==> src/hw/rtl/dicomdf_pkg.sv <==
// Shared types, codes and constants of the DICOM element header deframer.
package dicomdf_pkg;

   localparam int unsigned PREAMBLE_BYTES = 128;

   localparam logic [31:0] MAGIC_WORD   = 32'h4D43_4944;  // "DICM", first byte low
   localparam logic [31:0] TAG_ITEM     = 32'hFFFE_E000;
   localparam logic [31:0] TAG_ITEM_END = 32'hFFFE_E00D;
   localparam logic [31:0] TAG_SEQ_END  = 32'hFFFE_E0DD;
   localparam logic [31:0] LEN_UNDEF    = 32'hFFFF_FFFF;

   localparam logic [15:0] VR_OB = 16'h424F;
   localparam logic [15:0] VR_OW = 16'h574F;
   localparam logic [15:0] VR_SQ = 16'h5153;
   localparam logic [15:0] VR_UT = 16'h5455;

   localparam logic [0:0] CSR_IDX_EXPECT_PREAMBLE = 1'b0;

   typedef enum logic [2:0] {
      PH_PRE   = 3'd0,
      PH_MAGIC = 3'd1,
      PH_TAG   = 3'd2,
      PH_VR    = 3'd3,
      PH_LEN   = 3'd4,
      PH_SKIP  = 3'd5,
      PH_VAL   = 3'd6,
      PH_HALT  = 3'd7
   } phase_type;

   typedef enum logic [2:0] {
      KIND_HEADER   = 3'd0,
      KIND_ITEM     = 3'd1,
      KIND_ITEM_END = 3'd2,
      KIND_SEQ_END  = 3'd3,
      KIND_VALUE    = 3'd4,
      KIND_NOT_DCM  = 3'd5
   } kind_type;

   typedef struct packed {
      kind_type    kind;
      logic [31:0] element_tag;
      logic [15:0] value_repr;
      logic [31:0] elem_length;
      logic [7:0]  value_byte;
      logic        last_value;
   } result_type;

   // VRs with two reserved bytes and a 4-byte length
   function automatic logic long_form(input logic [15:0] vr);
      return (vr == VR_OB) || (vr == VR_OW) || (vr == VR_SQ) || (vr == VR_UT);
   endfunction

endpackage

==> src/hw/rtl/dicomdf_step.sv <==
// Parser state and per-byte framing logic of the deframer.
module dicomdf_step (
   input  logic                    clock,
   input  logic                    reset,
   input  logic                    expect_preamble,
   input  logic                    step_en,
   input  logic [7:0]              step_byte,
   input  logic                    step_restart,
   output logic                    res_valid,
   output dicomdf_pkg::result_type res
);

   dicomdf_pkg::phase_type phase_ff, phase_in;
   logic [7:0]  count_ff, count_in;
   logic [31:0] tag_ff, tag_in;
   logic [15:0] vr_ff, vr_in;
   logic [31:0] len_ff, len_in;
   logic [31:0] remain_ff, remain_in;

   always_comb begin
      logic done;
      logic last;
      done      = 1'b0;
      last      = 1'b0;
      phase_in  = phase_ff;
      count_in  = count_ff;
      tag_in    = tag_ff;
      vr_in     = vr_ff;
      len_in    = len_ff;
      remain_in = remain_ff;
      res_valid = 1'b0;
      res       = '0;

      if (step_restart) begin
         phase_in  = expect_preamble ? dicomdf_pkg::PH_PRE : dicomdf_pkg::PH_TAG;
         count_in  = '0;
         tag_in    = '0;
         vr_in     = '0;
         len_in    = '0;
         remain_in = '0;
      end

      // preamble: drop bytes until the count is full, then treat this byte as magic
      if (phase_in == dicomdf_pkg::PH_PRE) begin
         if (count_in < 8'(dicomdf_pkg::PREAMBLE_BYTES)) begin
            count_in = count_in + 8'd1;
            done     = 1'b1;
         end else begin
            phase_in = dicomdf_pkg::PH_MAGIC;
            count_in = '0;
            tag_in   = '0;
         end
      end

      if (!done) begin
         case (phase_in)
            dicomdf_pkg::PH_MAGIC: begin
               tag_in   = tag_in | (32'(step_byte) << {count_in[1:0], 3'b000});
               count_in = count_in + 8'd1;
               if (count_in >= 8'd4) begin
                  count_in = '0;
                  if (tag_in == dicomdf_pkg::MAGIC_WORD) begin
                     phase_in = dicomdf_pkg::PH_TAG;
                  end else begin
                     phase_in      = dicomdf_pkg::PH_HALT;
                     res_valid     = 1'b1;
                     res.kind      = dicomdf_pkg::KIND_NOT_DCM;
                  end
                  tag_in = '0;
               end
            end
            dicomdf_pkg::PH_TAG: begin
               tag_in   = tag_in | (32'(step_byte) << {count_in[1:0], 3'b000});
               count_in = count_in + 8'd1;
               if (count_in >= 8'd4) begin
                  count_in = '0;
                  // group word to the upper half
                  tag_in   = {tag_in[15:0], tag_in[31:16]};
                  vr_in    = '0;
                  len_in   = '0;
                  if (tag_in == dicomdf_pkg::TAG_ITEM ||
                      tag_in == dicomdf_pkg::TAG_ITEM_END ||
                      tag_in == dicomdf_pkg::TAG_SEQ_END) begin
                     phase_in        = dicomdf_pkg::PH_SKIP;
                     res_valid       = 1'b1;
                     res.element_tag = tag_in;
                     if (tag_in == dicomdf_pkg::TAG_ITEM) begin
                        res.kind = dicomdf_pkg::KIND_ITEM;
                     end else if (tag_in == dicomdf_pkg::TAG_ITEM_END) begin
                        res.kind = dicomdf_pkg::KIND_ITEM_END;
                     end else begin
                        res.kind = dicomdf_pkg::KIND_SEQ_END;
                     end
                  end else begin
                     phase_in = dicomdf_pkg::PH_VR;
                  end
               end
            end
            dicomdf_pkg::PH_VR: begin
               if (count_in < 8'd2) begin
                  vr_in = vr_in | (16'(step_byte) << {count_in[0], 3'b000});
               end
               count_in = count_in + 8'd1;
               if (count_in == (dicomdf_pkg::long_form(vr_in) ? 8'd4 : 8'd2)) begin
                  phase_in = dicomdf_pkg::PH_LEN;
                  count_in = '0;
                  len_in   = '0;
               end
            end
            dicomdf_pkg::PH_LEN: begin
               len_in   = len_in | (32'(step_byte) << {count_in[1:0], 3'b000});
               count_in = count_in + 8'd1;
               if (count_in >= (dicomdf_pkg::long_form(vr_in) ? 8'd4 : 8'd2)) begin
                  count_in         = '0;
                  res_valid        = 1'b1;
                  res.kind         = dicomdf_pkg::KIND_HEADER;
                  res.element_tag  = tag_in;
                  res.value_repr   = vr_in;
                  res.elem_length  = len_in;
                  if (len_in != '0 && len_in != dicomdf_pkg::LEN_UNDEF) begin
                     phase_in  = dicomdf_pkg::PH_VAL;
                     remain_in = len_in;
                  end else begin
                     phase_in = dicomdf_pkg::PH_TAG;
                     tag_in   = '0;
                  end
               end
            end
            dicomdf_pkg::PH_SKIP: begin
               count_in = count_in + 8'd1;
               if (count_in >= 8'd4) begin
                  count_in = '0;
                  phase_in = dicomdf_pkg::PH_TAG;
                  tag_in   = '0;
               end
            end
            dicomdf_pkg::PH_VAL: begin
               remain_in        = remain_in - 32'd1;
               last             = (remain_in == '0);
               res_valid        = 1'b1;
               res.kind         = dicomdf_pkg::KIND_VALUE;
               res.element_tag  = tag_in;
               res.value_repr   = vr_in;
               res.elem_length  = len_in;
               res.value_byte   = step_byte;
               res.last_value   = last;
               if (last) begin
                  phase_in = dicomdf_pkg::PH_TAG;
                  count_in = '0;
                  tag_in   = '0;
               end
            end
            default: begin
               // halted or preamble already handled: hold
            end
         endcase
      end
   end

   always_ff @(posedge clock) begin
      if (reset) begin
         phase_ff  <= dicomdf_pkg::PH_PRE;
         count_ff  <= '0;
         tag_ff    <= '0;
         vr_ff     <= '0;
         len_ff    <= '0;
         remain_ff <= '0;
      end else if (step_en) begin
         phase_ff  <= phase_in;
         count_ff  <= count_in;
         tag_ff    <= tag_in;
         vr_ff     <= vr_in;
         len_ff    <= len_in;
         remain_ff <= remain_in;
      end
   end

endmodule

==> src/hw/rtl/dicom_element_header_deframer_top.sv <==
// Top level of the DICOM explicit-VR little-endian element header deframer.
//
// Bytes of a DICOM file enter on the req_ channel, one item per byte, with
// req_restart set on a byte to begin a new file at that byte. Results leave on
// the rsp_ channel: element headers, item and delimiter records, value bytes
// with a last marker, and a single not-DICOM record when the magic check fails
// (after which bytes are dropped until a restart). A byte produces zero or one
// result item.
// The csr_ port holds expect_preamble (address 0, reset 1); it takes effect
// at the next restart; reset itself always expects the preamble. It must be
// written by the user only while the block is idle; the block does not enforce
// this. A result passes from the input register, which takes the byte, through
// the framing logic into the output register. Throughput: one byte per clock,
// between the two registers, while the receiver does not stall.
// Reset clears the parser to the file start with the preamble expected and
// empties both registers. When the receiver stalls, the output register holds
// its item and the input register can still take one more byte; then req_ready
// drops until the result is taken.
module dicom_element_header_deframer_top (
   input  logic        clock,
   input  logic        reset,
   input  logic        req_valid,
   output logic        req_ready,
   input  logic [7:0]  req_stream_byte,
   input  logic        req_restart,
   output logic        rsp_valid,
   input  logic        rsp_ready,
   output logic [2:0]  rsp_kind,
   output logic [31:0] rsp_element_tag,
   output logic [15:0] rsp_value_repr,
   output logic [31:0] rsp_elem_length,
   output logic [7:0]  rsp_value_byte,
   output logic        rsp_last_value,
   input  logic        csr_psel,
   input  logic        csr_penable,
   input  logic        csr_pwrite,
   input  logic [2:0]  csr_paddr,
   input  logic [31:0] csr_pwdata,
   output logic [31:0] csr_prdata,
   output logic        csr_pready
);

   logic expect_preamble_ff;
   logic csr_write;
   logic csr_hit;

   logic       stage_valid_ff;
   logic [7:0] stage_byte_ff;
   logic       stage_restart_ff;

   logic                    out_valid_ff;
   dicomdf_pkg::result_type out_ff;

   logic                    out_free;
   logic                    step_en;
   logic                    res_valid;
   dicomdf_pkg::result_type res;

   assign csr_pready = 1'b1;
   assign csr_hit    = (csr_paddr[2] == dicomdf_pkg::CSR_IDX_EXPECT_PREAMBLE);
   assign csr_write  = csr_psel && csr_penable && csr_pwrite && csr_pready;
   assign csr_prdata = csr_hit ? {31'b0, expect_preamble_ff} : '0;

   always_ff @(posedge clock) begin
      if (reset) begin
         expect_preamble_ff <= 1'b1;
      end else if (csr_write && csr_hit) begin
         expect_preamble_ff <= csr_pwdata[0];
      end
   end

   assign out_free  = !out_valid_ff || rsp_ready;
   assign step_en   = stage_valid_ff && out_free;
   assign req_ready = !stage_valid_ff || out_free;

   always_ff @(posedge clock) begin
      if (reset) begin
         stage_valid_ff <= 1'b0;
      end else if (req_valid && req_ready) begin
         stage_valid_ff <= 1'b1;
      end else if (step_en) begin
         stage_valid_ff <= 1'b0;
      end
   end

   always_ff @(posedge clock) begin
      if (req_valid && req_ready) begin
         stage_byte_ff    <= req_stream_byte;
         stage_restart_ff <= req_restart;
      end
   end

   dicomdf_step u_step (
      .clock           (clock),
      .reset           (reset),
      .expect_preamble (expect_preamble_ff),
      .step_en         (step_en),
      .step_byte       (stage_byte_ff),
      .step_restart    (stage_restart_ff),
      .res_valid       (res_valid),
      .res             (res)
   );

   always_ff @(posedge clock) begin
      if (reset) begin
         out_valid_ff <= 1'b0;
      end else if (step_en) begin
         out_valid_ff <= res_valid;
      end else if (rsp_ready) begin
         out_valid_ff <= 1'b0;
      end
   end

   // load only real results so a stalled item is never overwritten
   always_ff @(posedge clock) begin
      if (step_en && res_valid) begin
         out_ff <= res;
      end
   end

   assign rsp_valid        = out_valid_ff;
   assign rsp_kind         = out_ff.kind;
   assign rsp_element_tag  = out_ff.element_tag;
   assign rsp_value_repr   = out_ff.value_repr;
   assign rsp_elem_length  = out_ff.elem_length;
   assign rsp_value_byte   = out_ff.value_byte;
   assign rsp_last_value   = out_ff.last_value;

endmodule

==> config.mk <==
export PLATFORM = sky130hd
export DESIGN_NAME = dicom_element_header_deframer_top
export DESIGN_NICKNAME = d
export VERILOG_FILES = /design/src/hw/rtl/dicomdf_pkg.sv /design/src/hw/rtl/dicomdf_step.sv /design/src/hw/rtl/dicom_element_header_deframer_top.sv
export SDC_FILE = /design/constraint.sdc
export NUM_CORES = 1
export LEC_CHECK = 0
export ABC_AREA = 1
export BUFFER_PORTS_ARGS = -buffer_cell sky130_fd_sc_hd__buf_4
export CAP_MARGIN = 20
export CORE_ASPECT_RATIO = 0.75
export CORE_MARGIN = 8
export CORE_UTILIZATION = 50
export CTS_BUF_LIST = sky130_fd_sc_hd__clkbuf_8
export DETAILED_ROUTE_END_ITERATION = 8
export PLACE_DENSITY_LB_ADDON = 0.3
export SLEW_MARGIN = 20
export SYNTH_ARGS = -nofsm -noshare
export SYNTH_HDL_FRONTEND = slang
export SYNTH_SLANG_ARGS = --single-unit
==> constraint.sdc <==
create_clock -name clock -period 9.5 [get_ports clock]
set_input_delay 0.95 -clock clock [delete_from_list [all_inputs] [get_ports clock]]
set_output_delay 0.95 -clock clock [all_outputs]
set_load 0.005 [all_outputs]
==> impl_results.md, run 1 <==
- # clock sinks: between 200 and 250
- Top fanout value on the critical path: 68
- Share of synthesized area spent on multiplexers: 0%
- Post-detailed-placement half-perimeter wirelength: ~39,000 µm
- Total setup buffers inserted after CTS: 0
- Most used flip-flop cell after synthesis: dfxtp_1
- Post-synth EDFFs: 101
- Initial core utilization: between 50 and 60%
- Final count of hold timing violations: 0
- Initial antenna violation count: 2
- Post-Synth Adder-Cell Area: 0.399%
- Boundary Pins: about 180
- Slowest library cell on the worst path: inv_4
- Number of nets in the finished design: roughly 2,400
- Switching part of the total power: a little over a third
- Number of instances in the synthesized netlist: about 2,300
- Number of gates given a new drive strength after cts: 0
- Fraction of the mapped netlist area in compound gates: a little under a fifth
- Worst reg2reg path depth: 21
- Element type at the critical path start: flip-flop
- Type of element capturing the critical path: flip-flop
- Number of distinct library cells after synthesis: 54
- Final max-slew violation count: 0
- Max capacitance violation total: 0
- Data arrival time at the worst-slack endpoint: ~7.5 ns
- Slew Limit Headroom: 33.3%
- Layout filler cell count: slightly above 3,000
- CTS H-Tree Depth: 2
- Simple-gate share of the synthesized area: 30.7%
- Clock tree from TritonCTS: built
- Share of the synthesized area in the top cell type: roughly a fifth
- Root Buffer: clkbuf_8
- Kind of critical path: flip-flop to flip-flop
- Latest clock arrival within the worst-skew pair: 0.60 ns
- Clock tree skew after final layout: approximately 0.042 ns
- Unrepaired setup endpoints after global routing: false
- Cell-internal power: 1600 µW
- FF+latch count, synth: 227
- CTS Buffer Depth: 3
- Number of I/O port buffers: about 110
- Total GRT Usage: 29.4%
- Share of the cycle needed by the critical path after routing: between 70% and 80%
- Highest Clock Rate: between 100 and 150 MHz
- Synthesis-to-finish area growth: 9.46%
- Share of post-route cells with drive strength above 1: a little under an eighth
- Fraction of the yosys area taken by sequential cells: 35.4%
- Final sum of negative setup slack: 0 ns
- Cells on Worst Hold Path: 2
- Horiz. Die Dim: around 220 µm
- Top post-synthesis cells by area: edfxtp_1 (19%), dfxtp_1 (16%), nand2_1 (11%)
- Biggest cell delay along the critical path: approximately 0.63 ns
- Required time at the endpoint of the critical path: between 9 and 10 ns
- Area leader, netlist: edfxtp_1
- Gpl congestion: about 0.95
- Number of vias per cell after detailed routing: just under 6
- Wirelength per Cell: approximately 20 µm
- Dominant combinational cell family by area after synthesis: simple AND/OR/NAND/NOR gates
- Max IR drop VDD: about 130 µV
- Switching power: between 800 and 900 µW
- Mapped cell area: roughly 0.016 mm²
- Sum of routed wire length over all layers: roughly 57,000 µm
- Remaining global-route overflow: 0
- Crit path cell chain: inv_4 > nand2_1 > nand2_4 > nand2_8 > nand2_1 > nand2_2 > inv_2 > ha_1 > inv_1 > ha_1 > nand2_1 > nand2_1 > a211oi_1 > nand3_2 > inv_2 > nand2_1 > nand2_2 > nand3_1 > nand2_1 > inv_4 > buf_4
- Wire length of the first global-routing pass: 86,300 µm
- Standard-cell row count: 56
- XOR/XNOR Fraction of Synth Area: 1.84%
- Result of the run: finished, final reports clean
- Detailed Routing Iterations Pass 1: 7
- Leading cell types by count after synthesis: nand2_1 (460), inv_1 (302), nor2_1 (273), o21ai_0 (188), a21oi_1 (187)
- Placed Cells: ~2,800
- Count of nets left with antenna violations after detail routing: 0
- Power per unit of standard cell area: 146 mW/mm²
- Crit path time final: slightly above 7 ns
- Worst-path clk slew: 0.06 ns
- Portion of total power attributed to combinational logic: ~23%
- Antenna Cells: 0
- Final Non-Filler Cells: between 2,000 and 3,000
- Most Frequent Cell on Critical Path: nand2_1
- Number of global-route vias before repair: 14,900
- Iteration-0 DRC count of the detailed router: between 2,000 and 2,500
- Placeable Area: ~0.031 mm²
- Leakage power summed over all cells: about 0.0075 µW
- Pin count of the biggest net entering global routing: between 80 and 90
- Yosys warnings: 0
- Post-synth ARST share: 0%
- Type of the most critical hold path: flip-flop to flip-flop
- Total of hold buffers inserted after clock tree synthesis: 0
- Post-Synthesis Mean Instance Area: approximately 6.7 µm²
- Residual DRC count: 0
- Clock share of power: between 30% and 40%
- Worst Tran Pin Value: 0.990 ns
- Y dimension of the die: 169 µm
- Count of final setup violators: 0
- Vias after detailed routing: around 16,000
- Sequential share of power: between 40% and 50%
- Number of buffers added by the clock tree synthesis step: 39
- Die footprint: between 0.03 and 0.04 mm²
- Most used standard cell by instance count after synthesis: nand2_1
-- final timing paths --
check	startpoint	to	slack (ns)
worst min register to register	u_step.count_ff[6]$_SDFFE_PP0P_	u_step.count_ff[6]$_SDFFE_PP0P_	0.47
worst min-delay path	u_step.count_ff[6]$_SDFFE_PP0P_	u_step.count_ff[6]$_SDFFE_PP0P_	0.47
worst max-delay path	stage_restart_ff$_DFFE_PP_	rsp_elem_length[30]$_SDFFCE_PP0P_	2.23
worst max register to register	stage_restart_ff$_DFFE_PP_	rsp_elem_length[30]$_SDFFCE_PP0P_	2.23
-- worst max-delay path: cells and delay by family, from the launching register on --
kind	cells	cell delay, ns
simple gates	12	3.05
buf+inv	6	2.37
fa+ha+maj	2	0.65
flops	1	0.42
compound gates	1	0.28
-- metrics by stage --
step / power (µW) / util, % / worst slack [ns] / cell area, µm² / hold slack (ns)
floorplan: 1480 / - / 4.31 / 15800 / 0.445
global placement: 1630 / 53.0 / 2.50 / 16400 / 0.452
detailed placement: 1630 / 53.0 / 2.36 / 16400 / 0.456
CTS: 2490 / 55.3 / 2.36 / 17200 / 0.466
global route: 2600 / 55.3 / 1.68 / 17200 / 0.478
finish: 2500 / 55.3 / 2.23 / 17200 / 0.466
-- registers in the layout, indices dropped and copies added, names as in the netlist, 3 cells and up --
signal and flops:
rsp_elem_length 32, rsp_element_tag 32, rsp_kind 3, rsp_value_byte 8, rsp_value_repr 16, stage_byte_ff 8
u_step.count_ff 8, u_step.len_ff 32, u_step.phase_ff 3, u_step.remain_ff 32, u_step.tag_ff 32, u_step.vr_ff 16
-- cells by family after synthesis --
family	count (synthesis)
AOI/OAI and AO/OA	526
xor gates and xnor gates	32
adders and majority gates	5
buffers and inverters	482
DFF	227
other	2
and+or+nand+nor	1068
-- final cells by class --
class | instances | area (µm²) | area share [%]
multi-input combinational | 1663 | 8170 | 47.6
sequential | 227 | 5560 | 32.4
inverter | 326 | 1230 | 7.17
timing repair buffer | 130 | 976 | 5.69
clock buffer | 43 | 592 | 3.45
tap | 406 | 508 | 2.96
clock inverter | 26 | 129 | 0.751
-- power by group through the flow --
| stage | logic (µW) | clock network [µW] | registers (µW) |
|---|---|---|---|
| 2_1_floorplan | 406 | 0 | 1080 |
| 3_3_place_gp | 550 | 0 | 1080 |
| 3_5_place_dp | 555 | 0 | 1080 |
| 4_1_cts | 557 | 874 | 1060 |
| 5_1_grt | 625 | 916 | 1060 |
| 6_report | 581 | 859 | 1060 |
-- placed cells by master (no fill, tap or decap), types with 6 or more instances in the layout --
cell type,count
nand3_1,150
o21ai_1,63
nand2_4,6
clkbuf_8,43
nand2_2,24
nand3_2,10
clkinv_1,7
nor2_1,272
o21a_1,6
nor2_2,13
a21oi_1,187
nor3_1,36
o31ai_1,6
dfxtp_1,126
inv_1,313
inv_2,20
o22ai_1,20
edfxtp_1,101
o221ai_1,8
a22oi_1,8
a21oi_2,8
o211ai_1,11
a211oi_1,8
xor2_1,29
conb_1,32
nor4_1,13
buf_4,130
nand4_1,64
o21ai_0,188
nand2_1,458
-- routing by layer --
layer / share of wire, % / global-route usage [%] / vias up
li1: - / - / 7767
met1: 44 / 42.2 / 7596
met2: 40 / 40.5 / 943
met3: 12 / 8.35 / 144
met4: 3.8 / 12.1 / 2
met5: 0.053 / 0 / -
Note: power is estimated with default switching activity, not from simulation.
==> run 2, diff against run 1 <==
--- a/config.mk
+++ b/config.mk
@@ -5,7 +5,7 @@
 export SDC_FILE = /design/constraint.sdc
 export NUM_CORES = 1
 export LEC_CHECK = 0
-export ABC_AREA = 1
+export ABC_AREA = 0
 export BUFFER_PORTS_ARGS = -buffer_cell sky130_fd_sc_hd__buf_4
 export CAP_MARGIN = 20
 export CORE_ASPECT_RATIO = 0.75
==> constraint.sdc (replaced) <==
create_clock -name clock -period 7.4 [get_ports clock]
set_input_delay 0.74 -clock clock [delete_from_list [all_inputs] [get_ports clock]]
set_output_delay 0.74 -clock clock [all_outputs]
set_load 0.005 [all_outputs]
==> run 2 against run 1 <==
- worst setup slack got worse by 1.1 ns
- fmax increased by 16%
- first-iteration DRC count rose by 3.4%
- sequential share of layout area rose by 2.2 points
- combinational power decreased by 4.3%
- hold slack worse by 0.12 ns
- clock power grew 41%
- largest power group unchanged
- die area decreased by 8.7%
==> impl_results.md, run 2 <==
- Result of the run: finished, final reports clean
- Number of instances in the synthesized netlist: 1,717 (-27%)
- Number of I/O port buffers: 112 (unchanged)
- Y dimension of the die: 162 µm (-4.4%)
- Residual DRC count: 0 (unchanged)
- Slew Limit Headroom: 23.3% (-10 points)
- Most frequent cells in the layout: nand2_1 (214), buf_4 (165), nor2_1 (144), a21oi_1 (129), dfxtp_1 (126)
- Kind of critical path: flip-flop to flip-flop
- Layout filler cell count: 2,649 (-15%)
- Die footprint: 0.0341 mm² (-8.7%)
- Post-synth EDFFs: 101 (unchanged)
- Horiz. Die Dim: 211 µm (-4.5%)
- Boundary Pins: 178 (unchanged)
- Max IR drop VDD: 144 µV (+12%)
- Startpoint of the worst hold path: req_restart
- Latest clock arrival within the worst-skew pair: 0.59 ns (about the same)
- Number of global-route vias before repair: 13,900 (-6.8%)
- Share of the synthesized area in the top cell type: 21.4% (+2.0 points)
- Top post-synthesis cells by area: edfxtp_1 (21%), dfxtp_1 (18%), nand2_1 (5.7%)
- Data arrival time at the worst-slack endpoint: 6.55 ns (-0.96 ns)
- Leakage power summed over all cells: 0.00589 µW (-21%)
- Sum of routed wire length over all layers: 56,800 µm (+0.35%)
- Top fanout value on the critical path: 37 (-46%)
- Worst flop-to-flop path startpoint: u_step.phase_ff[1]$_SDFFE_PP0P_
- Critical R2R Capture: rsp_elem_length[1]$_SDFFCE_PP0P_
- Detailed Routing Iterations Pass 1: 7 (unchanged)
- Pin count of the biggest net entering global routing: 91 (+3.4%)
- Worst Tran Pin Value: 1.15 ns (+0.158 ns)
- # clock sinks: 227 (unchanged)
- Most used standard cell by instance count after synthesis: nand2_1
- Post-place instance area: 0.0153 mm² (-7.1%)
- Number of gates given a new drive strength after cts: 0 (unchanged)
- Standard-cell row count: 53 (-5.4%)
- Routed metal-1 wirelength: 23,400 µm (-5.3%)
- Total GRT Usage: 32.1% (+2.7 points)
- Crit path time final: 6.27 ns (-0.994 ns)
- Post-Synthesis Mean Instance Area: 8.27 µm² (+24%)
- Met3 routed WL: 8350 µm (+20%)
- Initial antenna violation count: 1 (-1)
- Unrepaired setup endpoints after global routing: false
- Type of the most critical hold path: primary input to flip-flop
- Count of final setup violators: 0 (unchanged)
- Termination of the worst setup path: rsp_elem_length[1]$_SDFFCE_PP0P_
- Final sum of negative setup slack: 0 ns (unchanged)
- Clock tree skew after final layout: 0.0335 ns (-0.00875 ns)
- Area leader, netlist: edfxtp_1
- Finished Core Util: 57.4% (+2.1 points)
- Placeable Area: 0.0280 mm² (-9.8%)
- Number of buffers added by the clock tree synthesis step: 39 (unchanged)
- Worst reg2reg path depth: 18 (-14%)
- Number of nets in the finished design: 1,839 (-25%)
- Required time at the endpoint of the critical path: 7.67 ns (-2.07 ns)
- Number of distinct library cells after synthesis: 91 (+69%)
- Remaining global-route overflow: 0 (unchanged)
- FF+latch count, synth: 227 (unchanged)
- Iteration-0 DRC count of the detailed router: 2,323 (+3.4%)
- Post-detailed-placement half-perimeter wirelength: 38,500 µm (-2.1%)
- Total of hold buffers inserted after clock tree synthesis: 0 (unchanged)
- Worst-path clk slew: 0.07 ns (about the same)
- Mapped cell area: 0.0142 mm² (-9.4%)
- Area of all placed cells without fillers: 0.0161 mm² (-6.4%)
- Max capacitance violation total: 0 (unchanged)
- Final max-slew violation count: 0 (unchanged)
- Type of element capturing the critical path: flip-flop
- Final count of hold timing violations: 0 (unchanged)
- Reg2Reg Setup Slack: 1.13 ns (-1.11 ns)
- Routed wire length on met2: 23,100 µm (+1.3%)
- Gpl congestion: 1.00 (+4.9%)
- Wire length of the first global-routing pass: 86,000 µm (-0.29%)
- Share of the cycle needed by the critical path after routing: 84.8% (+8.3 points)
- CTS Buffer Depth: 3 (unchanged)
- Vias after detailed routing: 15,000 (-8.7%)
- Share of post-route cells with drive strength above 1: 14.9% (+3.0 points)
- Post-synth ARST share: 0% (unchanged)
- Number of vias per cell after detailed routing: 6.83 (+17%)
- Total setup buffers inserted after CTS: 0 (unchanged)
- Synthesis-to-finish area growth: 13.1%
- Smallest setup slack after layout: 1.13 ns (-1.11 ns)
- Highest Clock Rate: 159 MHz (+16%)
- Most used flip-flop cell after synthesis: dfxtp_1
- Clock tree from TritonCTS: built
- Leading cell types by count after synthesis: nand2_1 (214), nor2_1 (145), a21oi_1 (130), dfxtp_1 (126), o21ai_0 (117)
- Initial core utilization: 50.7% (+0.23 points)
- Root Buffer: clkbuf_8
- Yosys warnings: 0 (unchanged)
- Antenna Cells: 0 (unchanged)
- Power per unit of standard cell area: 193 mW/mm² (+32%)
- Worst setup path startpoint: u_step.phase_ff[1]$_SDFFE_PP0P_
- Highest metal layer with signal wires: met5
- Count of nets left with antenna violations after detail routing: 0 (unchanged)
- Wirelength per Cell: 25.8 µm (+29%)
- Worst slack after detailed placement: 1.47 ns (-0.893 ns)
- Element type at the critical path start: flip-flop
- Placed Cells: 2,127 (-23%)
- Final Non-Filler Cells: 2,199 (-22%)
- Fraction of the yosys area taken by sequential cells: 39.1% (+3.7 points)
- CTS H-Tree Depth: 2 (unchanged)
- Most common library cell in the layout ignoring fill and taps: nand2_1
-- run 2: changes by cell type after synthesis, sizes merged, moves of 26 or more --
cell | before | now
nand2 | 489 | 214
o21ai | 252 | 122
nand4 | 64 | 20
a22o | 0 | 51
nor2 | 294 | 145
a21oi | 196 | 131
a31oi | 3 | 36
inv | 323 | 34
nand3 | 161 | 38
and2 | 0 | 32
clkbuf | 80 | 106
-- run 2: final cells by class --
class | instances | area [µm²] | share of cell area, %
multi-input cells | 1314 | 7840 | 48.8
flip-flops and latches | 227 | 5560 | 34.6
repair buffers | 166 | 1260 | 7.84
clock buffers | 42 | 578 | 3.60
well taps | 385 | 482 | 3.00
clock inverters | 30 | 209 | 1.30
inverters | 35 | 131 | 0.818
-- run 2: worst max-delay path, stage by stage (launching register included) --
cell and delay (ns):
dfxtp_1 0.67, or3_1 0.57, nand2_1 0.14, o21ai_1 0.12, buf_4 0.23, nand2_1 0.24, inv_1 0.47, ha_1 0.27
xor2_1 0.52, inv_1 0.24, ha_1 0.33, a21oi_1 0.34, nand2_1 0.32, nand2_1 0.13, buf_4 0.22, nand2_1 0.40
buf_4 0.43, nand2_1 0.11, o21ai_0 0.18
-- run 2: metal layers --
| metal | global-route usage, % | up-vias |
|---|---|---|
| li1 | - | 6600 |
| met1 | 46.0 | 7057 |
| met2 | 44.8 | 1188 |
| met3 | 9.57 | 167 |
| met4 | 11.7 | 2 |
| met5 | 0 | - |
-- run 2: report_power, final --
| group | total, µW | switching [µW] | internal (µW) |
|---|---|---|---|
| registers | 1330 | 21.9 | 1310 |
| clock network | 1210 | 573 | 633 |
| logic | 556 | 400 | 156 |
| total | 3100 | 995 | 2100 |
-- run 2: metrics by stage --
stage                     hold WS [ns]  total power [µW]
after floorplan                  0.447              1730
after global placement           0.466              1880
after detailed placement         0.473              1880
after CTS                        0.310              3080
after global routing             0.325              3190
final                            0.341              3100
-- run 2: how the worst min path moves through the flow --
| stage | endpoint | cells past startpoint |
|---|---|---|
| after floorplan | u_step.len_ff[0]$_SDFFE_PP0P_ | 2 |
| after global placement | u_step.len_ff[0]$_SDFFE_PP0P_ | 2 |
| after detailed placement | u_step.len_ff[0]$_SDFFE_PP0P_ | 2 |
| after CTS | stage_restart_ff$_DFFE_PP_ | 1 |
| after global routing | stage_byte_ff[2]$_DFFE_PP_ | 1 |
| final | stage_restart_ff$_DFFE_PP_ | 1 |
-- run 2: logic make-up after synthesis --
| group | count (synthesis) | share of synthesized area (%) |
|---|---|---|
| buffers and inverters | 206 | 6.69 |
| multiplexers | 28 | 2.08 |
| XOR/XNOR | 10 | 0.617 |
| other | 2 | 0.0529 |
| flip-flops | 227 | 39.1 |
| AND/OR/NAND/NOR | 634 | 21.6 |
| AO/OA/AOI/OAI | 605 | 29.4 |
| adder cells (fa/ha/maj) | 5 | 0.441 |
==> run 3, diff against run 2 <==
==> constraint.sdc (replaced) <==
create_clock -name clock -period 5.3 [get_ports clock]
set_input_delay 0.53 -clock clock [delete_from_list [all_inputs] [get_ports clock]]
set_output_delay 0.53 -clock clock [all_outputs]
set_load 0.005 [all_outputs]
==> run 3 against run 2 <==
- final area rose by 2.1%
- wire length barely moved
- worst setup slack got worse by 0.84 ns
- combinational power rose by 45%
- sequential share of layout area shrank 0.72 points
- register-to-register slack got worse by 0.84 ns
- largest power group unchanged
==> impl_results.md, run 3 (same netlist as run 2, synthesis figures left out) <==
- Result of the run: finished, final reports clean
- Y dimension of the die: 162 µm (unchanged)
- Crit path time final: 5.02 ns (-1.26 ns)
- Termination of the worst setup path: u_step.len_ff[18]$_SDFFE_PP0P_
- Wirelength per Cell: 25.5 µm (-1.0%)
- Count of final setup violators: 0 (unchanged)
- Slowest library cell on the worst path: or2_1
- Initial core utilization: 50.7% (unchanged)
- # clock sinks: 227 (unchanged)
- Worst flop-to-flop path startpoint: u_step.phase_ff[1]$_SDFFE_PP0P_
- Clock tree skew after final layout: 0.0281 ns (-0.00542 ns)
- Biggest cell delay along the critical path: 0.78 ns (+0.11 ns)
- Standard-cell row count: 53 (unchanged)
- Crit path cell chain: or4_1 > o2bb2ai_4 > and2_4 > inv_2 > ha_4 > nand4_1 > or4_1 > a2111o_1 > o31ai_1 > nor3_1 > a31oi_2 > or2_1 > a22o_1
- Wire length of the first global-routing pass: 86,000 µm (about the same)
- Count of nets left with antenna violations after detail routing: 0 (unchanged)
- Total GRT Usage: 32.1% (about the same)
- Worst reg2reg path depth: 13 (-5)
- Startpoint of the worst hold path: req_stream_byte[0]
- Element type at the critical path start: flip-flop
- Highest Clock Rate: 199 MHz (+25%)
- Residual DRC count: 0 (unchanged)
- Leakage power summed over all cells: 0.00604 µW (+2.6%)
- Post-place instance area: 0.0156 mm² (+2.2%)
- Root Buffer: clkbuf_8
- Slew Limit Headroom: 24.4% (+1.2 points)
- Most Frequent Cell on Critical Path: or4_1
- Final count of hold timing violations: 0 (unchanged)
- Placeable Area: 0.0280 mm² (unchanged)
- Area of all placed cells without fillers: 0.0164 mm² (+2.1%)
- Data arrival time at the worst-slack endpoint: 5.52 ns (-1.03 ns)
- Required time at the endpoint of the critical path: 5.80 ns (-1.87 ns)
- Synthesis-to-finish area growth: 15.5%
- Total of hold buffers inserted after clock tree synthesis: 0 (unchanged)
- Critical R2R Capture: u_step.len_ff[18]$_SDFFE_PP0P_
- Number of global-route vias before repair: 14,100 (+1.4%)
- Share of post-route cells with drive strength above 1: 16.9% (+2.0 points)
- Worst-path clk slew: 0.06 ns (about the same)
- Latest clock arrival within the worst-skew pair: 0.57 ns (-0.02 ns)
- Horiz. Die Dim: 211 µm (unchanged)
- Sum of routed wire length over all layers: 56,800 µm (about the same)
- Final sum of negative setup slack: 0 ns (unchanged)
- Initial antenna violation count: 2 (+1)
- Final Non-Filler Cells: 2,222 (+1.0%)
- Kind of critical path: flip-flop to flip-flop
- Worst Tran Pin Value: 1.12 ns (-0.0267 ns)
- Die footprint: 0.0341 mm² (unchanged)
- Layout filler cell count: 2,547 (-3.9%)
- Power per unit of standard cell area: 264 mW/mm² (+37%)
- Clock tree from TritonCTS: built
- Placed Cells: 2,153 (+1.2%)
- CTS Buffer Depth: 3 (unchanged)
- Final total power: 4340 µW (+40%)
- Final max-slew violation count: 0 (unchanged)
- Iteration-0 DRC count of the detailed router: 2,399 (+3.3%)
- Reg2Reg Setup Slack: 0.28 ns (-0.84 ns)
- Hold WS: 0.130 ns (-0.211 ns)
- Share of the cycle needed by the critical path after routing: 94.7% (+9.9 points)
- Post-detailed-placement half-perimeter wirelength: 39,900 µm (+3.5%)
- Type of element capturing the critical path: flip-flop
- Pin count of the biggest net entering global routing: 53 (-42%)
- Worst setup path startpoint: u_step.phase_ff[1]$_SDFFE_PP0P_
- Most common library cell in the layout ignoring fill and taps: nand2_1
- Antenna Cells: 0 (unchanged)
- Type of the most critical hold path: primary input to flip-flop
- Remaining global-route overflow: 0 (unchanged)
- Max IR drop VDD: 151 µV (+5.0%)
- Unrepaired setup endpoints after global routing: false
- Max capacitance violation total: 0 (unchanged)
- Number of I/O port buffers: 112 (unchanged)
- Most frequent cells in the layout: nand2_1 (214), buf_4 (189), nor2_1 (143), dfxtp_1 (126), a21oi_1 (125)
- Number of vias per cell after detailed routing: 6.87 (+0.64%)
- Top fanout value on the critical path: 16 (-57%)
- Gpl congestion: 1.03 (+3.2%)
- Boundary Pins: 178 (unchanged)
- CTS H-Tree Depth: 2 (unchanged)
- Detailed Routing Iterations Pass 1: 6 (-1)
- Vias after detailed routing: 15,300 (+1.7%)
- Number of buffers added by the clock tree synthesis step: 39 (unchanged)
- Number of nets in the finished design: 1,865 (+1.4%)
run 3: cell count changes in the layout (fill, tap and decap cells not counted), sizes merged:
| cell | change |
|---|---|
| clkinv | -6 |
| buf | +26 |
| inv | +2 |
| clkbuf | +1 |
run 3: critical path: cells and delay by family, from the launching register on:
family / cells / cell delay (ns)
and+or+nand+nor: 6 / 2.53
AOI/OAI and AO/OA: 5 / 1.54
DFF: 1 / 0.49
adders and majority gates: 1 / 0.20
buffers and inverters: 1 / 0.16
run 3: routing by layer:
metal / GRT usage (%) / vias up / wire, µm
met5: 0 / - / 19
met4: 11.8 / 4 / 2300
met3: 11.0 / 217 / 8440
met2: 44.8 / 1197 / 22700
met1: 45.0 / 7210 / 23300
li1: - / 6640 / -
run 3: what timing repair did:
item / 4_1_cts / 5_1_grt
resized for setup: 0 / 1
setup endpoints to repair: 0 / 1
buffers inserted: 0 / 0
run 3: how the worst min path moves through the flow:
stage | endpoint | cells after the start
after floorplan | u_step.len_ff[0]$_SDFFE_PP0P_ | 2
after global placement | u_step.len_ff[0]$_SDFFE_PP0P_ | 2
after detailed placement | u_step.len_ff[20]$_SDFFE_PP0P_ | 1
after CTS | stage_byte_ff[0]$_DFFE_PP_ | 1
after global routing | stage_byte_ff[0]$_DFFE_PP_ | 1
final | stage_byte_ff[0]$_DFFE_PP_ | 1
run 3: power by group:
part | internal [µW] | leakage, µW | switching [µW]
Combinational | 248 | 0.00361 | 560
Clock | 892 | 0.000447 | 761
Sequential | 1830 | 0.00199 | 42.0
Total | 2970 | 0.00604 | 1360
run 3: per-stage QoR:
step,setup slack (ns),util [%]
2_1_floorplan,-0.233,-
3_3_place_gp,0.504,55.8
3_5_place_dp,0.390,55.8
4_1_cts,0.331,58.6
5_1_grt,0.159,58.6
6_report,0.283,58.6
run 3: final cells by class:
class	instances	area [µm²]	area share [%]
inverters	35	131	0.801
clock inverters	26	186	1.14
clock buffers	43	592	3.61
multi-input cells	1314	7970	48.6
well taps	385	482	2.94
repair buffers	192	1480	9.02
flip-flops and latches	227	5560	33.9
